File: src/assert_macros.svh
// Assertion macros for the scheduler RTL.
`ifndef ASSERT_MACROS_SVH
`define ASSERT_MACROS_SVH

// Property must hold at every clock edge outside reset.
`define PTS_ASSERT(lbl, prop, msg) \
    lbl: assert property (@(posedge aclk) disable iff (!aresetn) (prop)) else $error(msg);

// Condition must never be seen at a clock edge outside reset.
`define PTS_NEVER(lbl, cond, msg) \
    lbl: assert property (@(posedge aclk) disable iff (!aresetn) !(cond)) else $error(msg);

`endif

File: src/pts_pkg.sv
// Shared types and constants for the priority task scheduler.
`timescale 1ns / 1ps

package pts_pkg;

    localparam int MAX_TASKS = 16;
    localparam int SLOT_W    = $clog2(MAX_TASKS);
    localparam int CNT_W     = $clog2(MAX_TASKS + 1);
    localparam int TASK_ID_W = 4;
    localparam int PRIO_W    = 8;
    localparam int DELAY_W   = 32;
    localparam int OP_W      = 2;

    localparam logic [OP_W-1:0] OP_TICK   = 2'd0;
    localparam logic [OP_W-1:0] OP_CREATE = 2'd1;
    localparam logic [OP_W-1:0] OP_DELAY  = 2'd2;
    localparam logic [OP_W-1:0] OP_START  = 2'd3;

    typedef struct packed {
        logic                 susp;
        logic [DELAY_W-1:0]   delay;
        logic [PRIO_W-1:0]    prio;
        logic [SLOT_W-1:0]    nxt;
    } pts_entry_t;

    typedef struct packed {
        logic                 re;
        logic [SLOT_W-1:0]    raddr;
        logic                 we;
        logic [SLOT_W-1:0]    waddr;
        pts_entry_t           wdata;
    } pts_ram_req_t;

    typedef struct packed {
        logic                 ok;
        logic                 switch_needed;
        logic                 is_idle;
        logic [TASK_ID_W-1:0] task_id;
    } pts_result_t;

endpackage

File: src/pts_slot_ram.sv
// Task slot table: one-write, one-read synchronous memory with write-to-read forwarding.
`timescale 1ns / 1ps

module pts_slot_ram
    import pts_pkg::*;
(
    input  logic         aclk,
    input  pts_ram_req_t req,
    output pts_entry_t   rdata
);

    pts_entry_t mem [MAX_TASKS];
    pts_entry_t rdata_reg;

    always_ff @(posedge aclk) begin
        if (req.we) begin
            mem[req.waddr] <= req.wdata;
        end
        if (req.re) begin
            // forward a same-cycle write to the same slot
            if (req.we && req.waddr == req.raddr) begin
                rdata_reg <= req.wdata;
            end else begin
                rdata_reg <= mem[req.raddr];
            end
        end
    end

    assign rdata = rdata_reg;

endmodule

File: src/pts_ctrl.sv
// Scheduler sequencer: command decode, ring walk and slot table updates.
`timescale 1ns / 1ps

module pts_ctrl
    import pts_pkg::*;
(
    input  logic               aclk,
    input  logic               aresetn,
    input  logic               in_valid,
    output logic               in_ready,
    input  logic [OP_W-1:0]    in_opcode,
    input  logic [PRIO_W-1:0]  in_prio,
    input  logic [DELAY_W-1:0] in_ticks,
    output logic               res_valid,
    input  logic               res_ready,
    output pts_result_t        res,
    output pts_ram_req_t       ram_req,
    input  pts_entry_t         ram_rdata
);

`include "assert_macros.svh"

    localparam logic [2:0] ST_IDLE  = 3'd0;
    localparam logic [2:0] ST_CR_RD = 3'd1;
    localparam logic [2:0] ST_CR_WR = 3'd2;
    localparam logic [2:0] ST_DL_RD = 3'd3;
    localparam logic [2:0] ST_TICK  = 3'd4;
    localparam logic [2:0] ST_DONE  = 3'd5;

    logic [2:0]         state_reg, state_next;
    logic [SLOT_W-1:0]  head_reg, head_next;
    logic [CNT_W-1:0]   count_reg, count_next;
    logic [SLOT_W-1:0]  cur_reg, cur_next;
    logic               idle_reg, idle_next;
    logic [PRIO_W-1:0]  prio_reg, prio_next;
    logic [DELAY_W-1:0] ticks_reg, ticks_next;
    logic [SLOT_W-1:0]  walk_reg, walk_next;
    logic [CNT_W-1:0]   n_reg, n_next;
    logic [PRIO_W-1:0]  best_reg, best_next;
    logic [SLOT_W-1:0]  pick_reg, pick_next;
    logic [SLOT_W-1:0]  nhead_reg, nhead_next;
    pts_entry_t         ent_reg, ent_next;
    logic [SLOT_W-1:0]  rid_reg, rid_next;
    logic               rcreate_reg, rcreate_next;
    logic               rsw_reg, rsw_next;
    logic               rok_reg, rok_next;

    // per-slot tick update
    logic               tk_susp;
    logic [DELAY_W-1:0] tk_delay;
    logic [PRIO_W-1:0]  tk_best;
    logic [SLOT_W-1:0]  tk_pick;
    logic [SLOT_W-1:0]  tk_nhead;
    logic               tk_last;
    logic               tk_idle;

    logic               accept;
    logic [SLOT_W-1:0]  new_slot;

    assign in_ready = (state_reg == ST_IDLE);
    assign accept   = in_valid && in_ready;
    assign new_slot = count_reg[SLOT_W-1:0];

    always_comb begin
        tk_susp  = ram_rdata.susp;
        tk_delay = ram_rdata.delay;
        if (ram_rdata.susp && ram_rdata.delay != '0) begin
            tk_delay = ram_rdata.delay - DELAY_W'(1);
            if (tk_delay == '0) begin
                tk_susp = 1'b0;
            end
        end
        tk_best = best_reg;
        tk_pick = pick_reg;
        if (!tk_susp && ram_rdata.prio > best_reg) begin
            tk_best = ram_rdata.prio;
            tk_pick = walk_reg;
        end
        tk_nhead = (n_reg == '0) ? ram_rdata.nxt : nhead_reg;
        tk_last  = !((n_reg + CNT_W'(1)) < count_reg);
        tk_idle  = (tk_best == '0);
    end

    always_comb begin
        state_next   = state_reg;
        head_next    = head_reg;
        count_next   = count_reg;
        cur_next     = cur_reg;
        idle_next    = idle_reg;
        prio_next    = prio_reg;
        ticks_next   = ticks_reg;
        walk_next    = walk_reg;
        n_next       = n_reg;
        best_next    = best_reg;
        pick_next    = pick_reg;
        nhead_next   = nhead_reg;
        ent_next     = ent_reg;
        rid_next     = rid_reg;
        rcreate_next = rcreate_reg;
        rsw_next     = rsw_reg;
        rok_next     = rok_reg;
        ram_req      = '0;

        unique case (state_reg)
            ST_IDLE: begin
                if (accept) begin
                    prio_next    = in_prio;
                    ticks_next   = in_ticks;
                    rcreate_next = 1'b0;
                    rsw_next     = 1'b0;
                    rok_next     = 1'b1;
                    rid_next     = '0;
                    state_next   = ST_DONE;
                    unique case (in_opcode)
                        OP_CREATE: begin
                            rcreate_next = 1'b1;
                            if (count_reg >= CNT_W'(MAX_TASKS)) begin
                                rok_next = 1'b0;
                            end else if (count_reg == '0) begin
                                // first task links to itself
                                ram_req.we          = 1'b1;
                                ram_req.waddr       = new_slot;
                                ram_req.wdata.susp  = 1'b0;
                                ram_req.wdata.delay = '0;
                                ram_req.wdata.prio  = in_prio;
                                ram_req.wdata.nxt   = new_slot;
                                head_next           = new_slot;
                                count_next          = count_reg + CNT_W'(1);
                                rid_next            = new_slot;
                            end else begin
                                ram_req.re    = 1'b1;
                                ram_req.raddr = head_reg;
                                state_next    = ST_CR_RD;
                            end
                        end
                        OP_DELAY: begin
                            if (idle_reg) begin
                                rok_next = 1'b0;
                            end else begin
                                ram_req.re    = 1'b1;
                                ram_req.raddr = cur_reg;
                                state_next    = ST_DL_RD;
                            end
                        end
                        OP_START: begin
                            if (count_reg != '0) begin
                                cur_next  = head_reg;
                                idle_next = 1'b0;
                            end
                        end
                        OP_TICK: begin
                            if (count_reg == '0) begin
                                idle_next = 1'b1;
                                rsw_next  = !idle_reg;
                            end else begin
                                ram_req.re    = 1'b1;
                                ram_req.raddr = head_reg;
                                walk_next     = head_reg;
                                n_next        = '0;
                                best_next     = '0;
                                pick_next     = '0;
                                state_next    = ST_TICK;
                            end
                        end
                        default: begin
                            state_next = ST_DONE;
                        end
                    endcase
                end
            end
            ST_CR_RD: begin
                // new slot takes the head's successor
                ram_req.we          = 1'b1;
                ram_req.waddr       = new_slot;
                ram_req.wdata.susp  = 1'b0;
                ram_req.wdata.delay = '0;
                ram_req.wdata.prio  = prio_reg;
                ram_req.wdata.nxt   = ram_rdata.nxt;
                ent_next            = ram_rdata;
                state_next          = ST_CR_WR;
            end
            ST_CR_WR: begin
                ram_req.we        = 1'b1;
                ram_req.waddr     = head_reg;
                ram_req.wdata     = ent_reg;
                ram_req.wdata.nxt = new_slot;
                rid_next          = new_slot;
                count_next        = count_reg + CNT_W'(1);
                state_next        = ST_DONE;
            end
            ST_DL_RD: begin
                ram_req.we          = 1'b1;
                ram_req.waddr       = cur_reg;
                ram_req.wdata.susp  = 1'b1;
                ram_req.wdata.delay = ticks_reg;
                ram_req.wdata.prio  = ram_rdata.prio;
                ram_req.wdata.nxt   = ram_rdata.nxt;
                state_next          = ST_DONE;
            end
            ST_TICK: begin
                ram_req.we          = 1'b1;
                ram_req.waddr       = walk_reg;
                ram_req.wdata.susp  = tk_susp;
                ram_req.wdata.delay = tk_delay;
                ram_req.wdata.prio  = ram_rdata.prio;
                ram_req.wdata.nxt   = ram_rdata.nxt;
                best_next           = tk_best;
                pick_next           = tk_pick;
                nhead_next          = tk_nhead;
                if (tk_last) begin
                    if (!tk_idle) begin
                        head_next = tk_nhead;
                        cur_next  = tk_pick;
                    end
                    idle_next  = tk_idle;
                    rsw_next   = (idle_reg != tk_idle) || (!tk_idle && cur_reg != tk_pick);
                    state_next = ST_DONE;
                end else begin
                    ram_req.re    = 1'b1;
                    ram_req.raddr = ram_rdata.nxt;
                    walk_next     = ram_rdata.nxt;
                    n_next        = n_reg + CNT_W'(1);
                end
            end
            ST_DONE: begin
                if (res_ready) begin
                    state_next = ST_IDLE;
                end
            end
            default: begin
                state_next = ST_IDLE;
            end
        endcase
    end

    always_ff @(posedge aclk) begin
        if (!aresetn) begin
            state_reg <= ST_IDLE;
            head_reg  <= '0;
            count_reg <= '0;
            cur_reg   <= '0;
            idle_reg  <= 1'b1;
        end else begin
            state_reg <= state_next;
            head_reg  <= head_next;
            count_reg <= count_next;
            cur_reg   <= cur_next;
            idle_reg  <= idle_next;
        end
    end

    always_ff @(posedge aclk) begin
        prio_reg    <= prio_next;
        ticks_reg   <= ticks_next;
        walk_reg    <= walk_next;
        n_reg       <= n_next;
        best_reg    <= best_next;
        pick_reg    <= pick_next;
        nhead_reg   <= nhead_next;
        ent_reg     <= ent_next;
        rid_reg     <= rid_next;
        rcreate_reg <= rcreate_next;
        rsw_reg     <= rsw_next;
        rok_reg     <= rok_next;
    end

    assign res_valid         = (state_reg == ST_DONE);
    assign res.ok            = rok_reg;
    assign res.switch_needed = rsw_reg;
    assign res.is_idle       = idle_reg;
    assign res.task_id       = rcreate_reg ? TASK_ID_W'(rid_reg)
                             : (idle_reg ? '0 : TASK_ID_W'(cur_reg));

    `PTS_ASSERT(a_count_max, count_reg <= CNT_W'(MAX_TASKS), "task count above table size")
    `PTS_NEVER(a_run_empty, !idle_reg && count_reg == '0, "task running with empty table")
    `PTS_NEVER(a_walk_range, state_reg == ST_TICK && n_reg >= count_reg, "ring walk overran")
    `PTS_ASSERT(a_done_release, res_valid && res_ready |=> state_reg == ST_IDLE, "result not released")

endmodule

File: src/priority_task_scheduler_top.sv
// Top level of the priority round-robin task scheduler.
`timescale 1ns / 1ps
// Usage:
//   Commands enter on the s_ channel: s_tuser carries the opcode (tick, create,
//   delay, start), s_tdata the task priority and the delay count. Every command
//   yields exactly one result transfer on the m_ channel carrying the task id,
//   the idle flag, the switch flag and the ok flag.
//   Flow: a command is taken only while the sequencer is idle. A tick walks
//   the task ring one slot per cycle through the slot table's single read
//   port, visiting each of the task_count slots of the ring once.
//   Reset: aresetn low at a rising aclk edge empties the table, makes the idle task
//   current and drops any pending result. The slot table itself needs no
//   clearing pass: a slot is always written at create before it is read.
//   Stall: results wait in an output register; while m_tready is low the
//   sequencer may still finish the next command and then holds it until the
//   output register frees, with s_tready low meanwhile.

module priority_task_scheduler_top
    import pts_pkg::*;
(
    input  logic        aclk,
    input  logic        aresetn,
    input  logic        s_tvalid,
    output logic        s_tready,
    input  logic [39:0] s_tdata,   // [7:0] task_priority, [39:8] delay_ticks
    input  logic [1:0]  s_tuser,   // [1:0] opcode
    output logic        m_tvalid,
    input  logic        m_tready,
    output logic [7:0]  m_tdata    // [3:0] task_id, [4] is_idle, [5] switch_needed, [6] ok, [7] zero
);

    pts_ram_req_t ram_req;
    pts_entry_t   ram_rdata;
    pts_result_t  res;
    logic         res_valid;
    logic         res_ready;

    logic         out_valid_reg, out_valid_next;
    pts_result_t  out_data_reg, out_data_next;

    pts_ctrl u_ctrl (
        .aclk      (aclk),
        .aresetn   (aresetn),
        .in_valid  (s_tvalid),
        .in_ready  (s_tready),
        .in_opcode (s_tuser),
        .in_prio   (s_tdata[7:0]),
        .in_ticks  (s_tdata[39:8]),
        .res_valid (res_valid),
        .res_ready (res_ready),
        .res       (res),
        .ram_req   (ram_req),
        .ram_rdata (ram_rdata)
    );

    pts_slot_ram u_ram (
        .aclk  (aclk),
        .req   (ram_req),
        .rdata (ram_rdata)
    );

    // output register: load a finished result when empty or draining
    assign res_ready = !out_valid_reg || m_tready;

    always_comb begin
        out_valid_next = out_valid_reg;
        out_data_next  = out_data_reg;
        if (res_valid && res_ready) begin
            out_valid_next = 1'b1;
            out_data_next  = res;
        end else if (m_tready) begin
            out_valid_next = 1'b0;
        end
    end

    always_ff @(posedge aclk) begin
        if (!aresetn) begin
            out_valid_reg <= 1'b0;
        end else begin
            out_valid_reg <= out_valid_next;
        end
    end

    always_ff @(posedge aclk) begin
        out_data_reg <= out_data_next;
    end

    assign m_tvalid = out_valid_reg;
    assign m_tdata  = {1'b0, out_data_reg};

endmodule
File: config.mk
export PLATFORM = sky130hd
export DESIGN_NAME = priority_task_scheduler_top
export DESIGN_NICKNAME = d
export VERILOG_FILES = /design/src/pts_pkg.sv /design/src/pts_slot_ram.sv /design/src/pts_ctrl.sv /design/src/priority_task_scheduler_top.sv
export VERILOG_INCLUDE_DIRS = /design/src /design/src/src
export SDC_FILE = /design/constraint.sdc
export NUM_CORES = 1
export LEC_CHECK = 0
export BUFFER_PORTS_ARGS = -buffer_cell sky130_fd_sc_hd__buf_4
export CAP_MARGIN = 25
export CORE_AREA = 5 5 293 295
export CTS_BUF_LIST = sky130_fd_sc_hd__clkbuf_4
export DETAILED_ROUTE_END_ITERATION = 6
export DIE_AREA = 0 0 298 300
export MAX_ROUTING_LAYER = met4
export PLACE_DENSITY = 0.59
export SLEW_MARGIN = 5
export SYNTH_ARGS = -nofsm -noshare
export SYNTH_HDL_FRONTEND = slang
export SYNTH_HIERARCHICAL = 1
export SYNTH_SLANG_ARGS = --single-unit
File: constraint.sdc
create_clock -name aclk -period 8.6 [get_ports aclk]
set_clock_uncertainty 0.2 [all_clocks]
set_input_delay 2.58 -clock aclk [delete_from_list [all_inputs] [get_ports aclk]]
set_output_delay 2.58 -clock aclk [all_outputs]
set_load 0.005 [all_outputs]
Word level (Yosys, flattened, before mapping)
Memories as Yosys holds them, arrays and structs flattened. A register that Yosys moved wholly into a read port is not among the register bits.
Index checks and enable logic that the tools add are counted.

cells by class
  add/subtract/negate cells = 3
  $mul = 0
  divide/modulo/power cells = 0
  $lt $le $gt $ge = 3
  eq/ne operators = 25
  shifts and indexed selects = 0
  muxes and demuxes = 87
  bitwise logic cells = 0
  reductions and logical operators = 33

operators with widths
  kind                   count
  $pmux 50 s5            1
  $mux 55                2
  $mux 4                 26
  $mux 50                2
  $mux 5                 11
  $pmux 4 s2             5
  $logic_not 32->1       1
  $mux 32                1
  $mux 8                 4
  $reduce_bool 32->1     1
  $sub 32x1->32 const B  1
  $pmux 5 s2             3
  $ne 2x2->1 const B     10
  $mux 1                 18
  $mux 3                 6
  $pmux 8 s2             1
  $pmux 3 s5             1
  $pmux 5 s3             1
  $reduce_and 6->1       2
  $add 5x1->5 const B    2
  $logic_not 5->1        2
  $reduce_and 5->1       2
  $ne 3x3->1 const B     3
  $pmux 3 s3             1
  25 further kinds       44

storage, ports and cells
  flip-flop bits (word level) = 138
  bits in latches = 0
  bits in writable memories = 720
  memory bits (read-only) = 0
  bits of input ports = 46
  output and inout bits = 10
  word-level logic and storage cells = 176
  memories = 1

memory list
  memory     depth  bits a word  rd ports  clocked after memory_dff  wr ports  RTL line            RTL
  u_ram.mem  16     45           1         1                         1         pts_slot_ram.sv:12  pts_entry_t mem [MAX_TASKS];

Depth between registers and ports, before layout
  word-level depth = 13
  depth in mapped cells = 17
  depth with buffers taken out = 13

Modules after synthesis
The synthesis kept the hierarchy.

by module, submodules not included
  module                       times used  cells an instance  area an instance (µm²)  seq. area each (µm²)
  pts_slot_ram                 1           1222               28944.0                 22972.0
  pts_ctrl                     1           728                7711.1                  3733.6
  priority_task_scheduler_top  1           14                 279.0                   230.2

Worst setup path after synthesis
Ideal clock, no wire load.

  path type = input port to flip-flop
  from = input port s_tvalid
  to = memory u_ram/mem[0][0] in the netlist's numbering, enable pin
  setup time = 503 ps
  arrival = 7387 ps
  required time = 7897 ps
  path slack = 510 ps
  cell stages on the path = 7
  path buffers = 2
  cells stage by stage = and2_1 -> and3_1 -> clkbuf_1 -> o21ai_0 -> o211ai_1 -> clkbuf_1 -> nor3_1

RTL lines
  what             RTL line                           RTL
  start, declared  priority_task_scheduler_top.sv:23  input logic s_tvalid,
  end, declared    pts_slot_ram.sv:12

==> flow_metrics.tcl <==
set metrics [dict create \
    antenna_found_initial 2 \
    synth_edf_count 885 \
    synth_cell_types 80 \
    worst_pin_slew_ns 1.04 \
    power.clock.fraction_pct 33.2 \
    die_x_um 298 \
    post-route-min-period_ns 5.78 \
    grt_start_max_net_pins 66 \
    swShare_pct 26.3 \
    cp-start-kind "input pin" \
    ys_ff_latch 903 \
    largest_reg_flops 720 \
    critical_path_required_ns 9.06 \
    worst-setup-path-type "in2reg" \
    p_comb_share_pct 15.0 \
    clk_pin_slew_ns 0.06 \
    layout.nets 2291 \
    syn_area_sq_um 36900 \
    core_sq_um 82900 \
    max_cap_viol_count 0 \
    post_cts_buffers 0 \
    path_max_fanout 26 \
    fillerInstances 6799 \
    overflow 0 \
    rsz0062_at_grt "no" \
    status "finished clean" \
    routed_via_density 5.83 \
    finalHoldViolCount 0 \
    drt_pass1_iterations 5 \
    p_int_uw 7820 \
    place_inst 3054 \
    p_seq_share_pct 51.9 \
    crit_arrival_ns 6.24 \
    dp_hpwl_um 50000 \
    port_buffers 54 \
    period_share_pct 67.2 \
    synth_nets 2033 \
    slew_violations 0 \
    ctsHtreeMaxLevel 4 \
    hold_path.class "reg2reg" \
    grt_pass1_wl_um 135000 \
    finalSetupTns_ns 0 \
    cts_sinks 903 \
    ios 56 \
    drt_iter0_markers 1729 \
    clk_latency_ns 1.04 \
    global_route.usage.total_pct 21.0 \
    synthFlopType "edfxtp_1" \
    stdcell_count 3464 \
    vias 20200 \
    start_util_pct 44.6 \
    cts_tree "done" \
    utilization_pct 50.5 \
    grt_pass1_vias 21000 \
    ys_seq_area_share_pct 72.9 \
    root_buffer "clkbuf_4" \
    synth.avg_cell_area_sq_um 18.8 \
    cts-resized-gates 0 \
    syn_to_final_growth_pct 13.4 \
    final_common_cell "edfxtp_1" \
    p_sw_uw 2800 \
    ctsHoldBuffers 0 \
    routabilityCongestion 0.833 \
    cp-end-kind "register" \
    clockBufferDepth 3 \
    power.density_nw_per_um2 253 \
    rows 106 \
    setup_viol 0 \
    drt_wl_total_um 91800 \
    die-height_um 300 \
    ant_nets 0 \
    drive_above_1_share_pct 32.7 \
    cts_buffers 225 \
    cellLeakagePower_uw 0.0138 \
    layout_common_cells "edfxtp_1, clkbuf_4, mux4_2" \
    yosysWarnings 6 \
    wire_per_inst_um 26.5 \
    async_reset_ff_share_pct 0 \
    slew_headroom_pct 29.9 \
    die_area_sq_um 89400 \
    drcViolationCount 0 \
    max_freq_mhz 173 \
    postSynthCellCount 1964 \
    ir_drop_v 0.000136 \
]
==> Yosys cell counts, types with 3 or more instances <==
cell | n | area (sq um)
a21oi_1 | 21 | 105
a221o_1 | 3 | 30.0
buf_6 | 15 | 169
dfxtp_1 | 18 | 360
o211a_1 | 4 | 40.0
nor3_1 | 27 | 135
and2_1 | 10 | 62.6
nor4_4 | 3 | 63.8
or3_1 | 3 | 18.8
nor2b_1 | 9 | 56.3
clkbuf_1 | 57 | 214
o22ai_1 | 33 | 206
mux2i_1 | 41 | 410
and3_1 | 9 | 56.3
ha_1 | 23 | 288
buf_2 | 15 | 75.1
mux2_2 | 57 | 642
mux4_2 | 181 | 4080
buf_4 | 11 | 82.6
a22oi_1 | 108 | 811
a211oi_1 | 6 | 45.0
mux2_1 | 5 | 56.3
nand3_1 | 15 | 75.1
nand2b_1 | 9 | 56.3
buf_1 | 13 | 48.8
xnor2_1 | 36 | 315
edfxtp_1 | 885 | 26600
o211ai_1 | 5 | 37.5
nor4_1 | 16 | 100
nor3b_1 | 4 | 30.0
nand2_1 | 95 | 357
a22o_1 | 8 | 70.1
xor2_1 | 13 | 114
nand3b_1 | 4 | 30.0
o31ai_1 | 5 | 37.5
a31oi_1 | 3 | 18.8
nand4_1 | 6 | 37.5
o21ai_0 | 26 | 130
inv_1 | 32 | 120
nor2_1 | 80 | 300
==> power by group through the flow <==
stage          registers (uW)  clock network (uW)  logic (uW)
2_1_floorplan            5530                   0        1060
3_3_place_gp             5600                   0        1520
3_5_place_dp             5600                   0        1570
4_1_cts                  5510                3640        1570
5_1_grt                  5520                3880        1710
6_report                 5500                3520        1590
==> metrics by stage <==
step / instance area [sq um] / setup WS [ns] / hold slack, ns / power, uW
2_1_floorplan: 36900 / 0.510 / 0.221 / 6590
3_3_place_gp: 38800 / 1.84 / 0.206 / 7120
3_5_place_dp: 38900 / 1.79 / 0.208 / 7170
4_1_cts: 41700 / 2.97 / 0.223 / 10700
5_1_grt: 41900 / 2.79 / 0.230 / 11100
6_report: 41900 / 2.82 / 0.219 / 10600
==> cells by family (layout without fill, tap and decap cells) <==
logic type | count (synthesis) | count (layout) | share of synthesized area (%)
fa+ha+maj | 23 | 23 | 0.779
simple gates | 308 | 308 | 4.19
other cells | 1 | 4 | 0.0102
xor+xnor | 49 | 49 | 1.16
compound gates | 253 | 253 | 4.97
flops | 903 | 903 | 72.9
mux | 284 | 284 | 14.0
buf+inv | 143 | 560 | 1.92
==> path summary, 6_finish.rpt <==
kind,slack (ns),startpoint,cells past startpoint,to
worst max register to register,3.46,u_ctrl/state_reg[1],13,u_ram/rdata[10]
worst min-delay path,0.22,u_ctrl/rok_reg,0,m_tdata[6]
worst max-delay path,2.82,s_tuser[1],10,u_ram/mem[2][6]
worst min register to register,0.22,u_ctrl/rok_reg,0,m_tdata[6]
==> critical path, stage by stage <==
cell      delay (ns)
buf_4           0.12
inv_1           0.07
ha_1            0.25
nor2b_1         0.22
and3_1          0.67
o21ai_0         0.19
o211ai_1        0.40
nand2b_1        0.41
nor2_4          0.91
buf_12          0.36
==> per-layer routing <==
metal  part of all wire [%]  global-route usage [%]
met1                     42                    27.4
met2                     49                    33.6
met3                    7.2                    4.35
met4                    2.1                    6.89
met5                      0                       -
==> final cells by class <==
| type | count | area, sq um | area share (%) |
|---|---|---|---|
| tap | 1080 | 1350 | 3.23 |
| antenna | 3 | 7.51 | 0.0179 |
| timing repair buffer | 142 | 1180 | 2.81 |
| clock inverter | 60 | 384 | 0.917 |
| clock buffer | 326 | 2450 | 5.84 |
| multi-input combinational | 918 | 9450 | 22.6 |
| inverter | 32 | 120 | 0.287 |
| sequential | 903 | 26900 | 64.3 |
(Power assumes the default switching activity.)
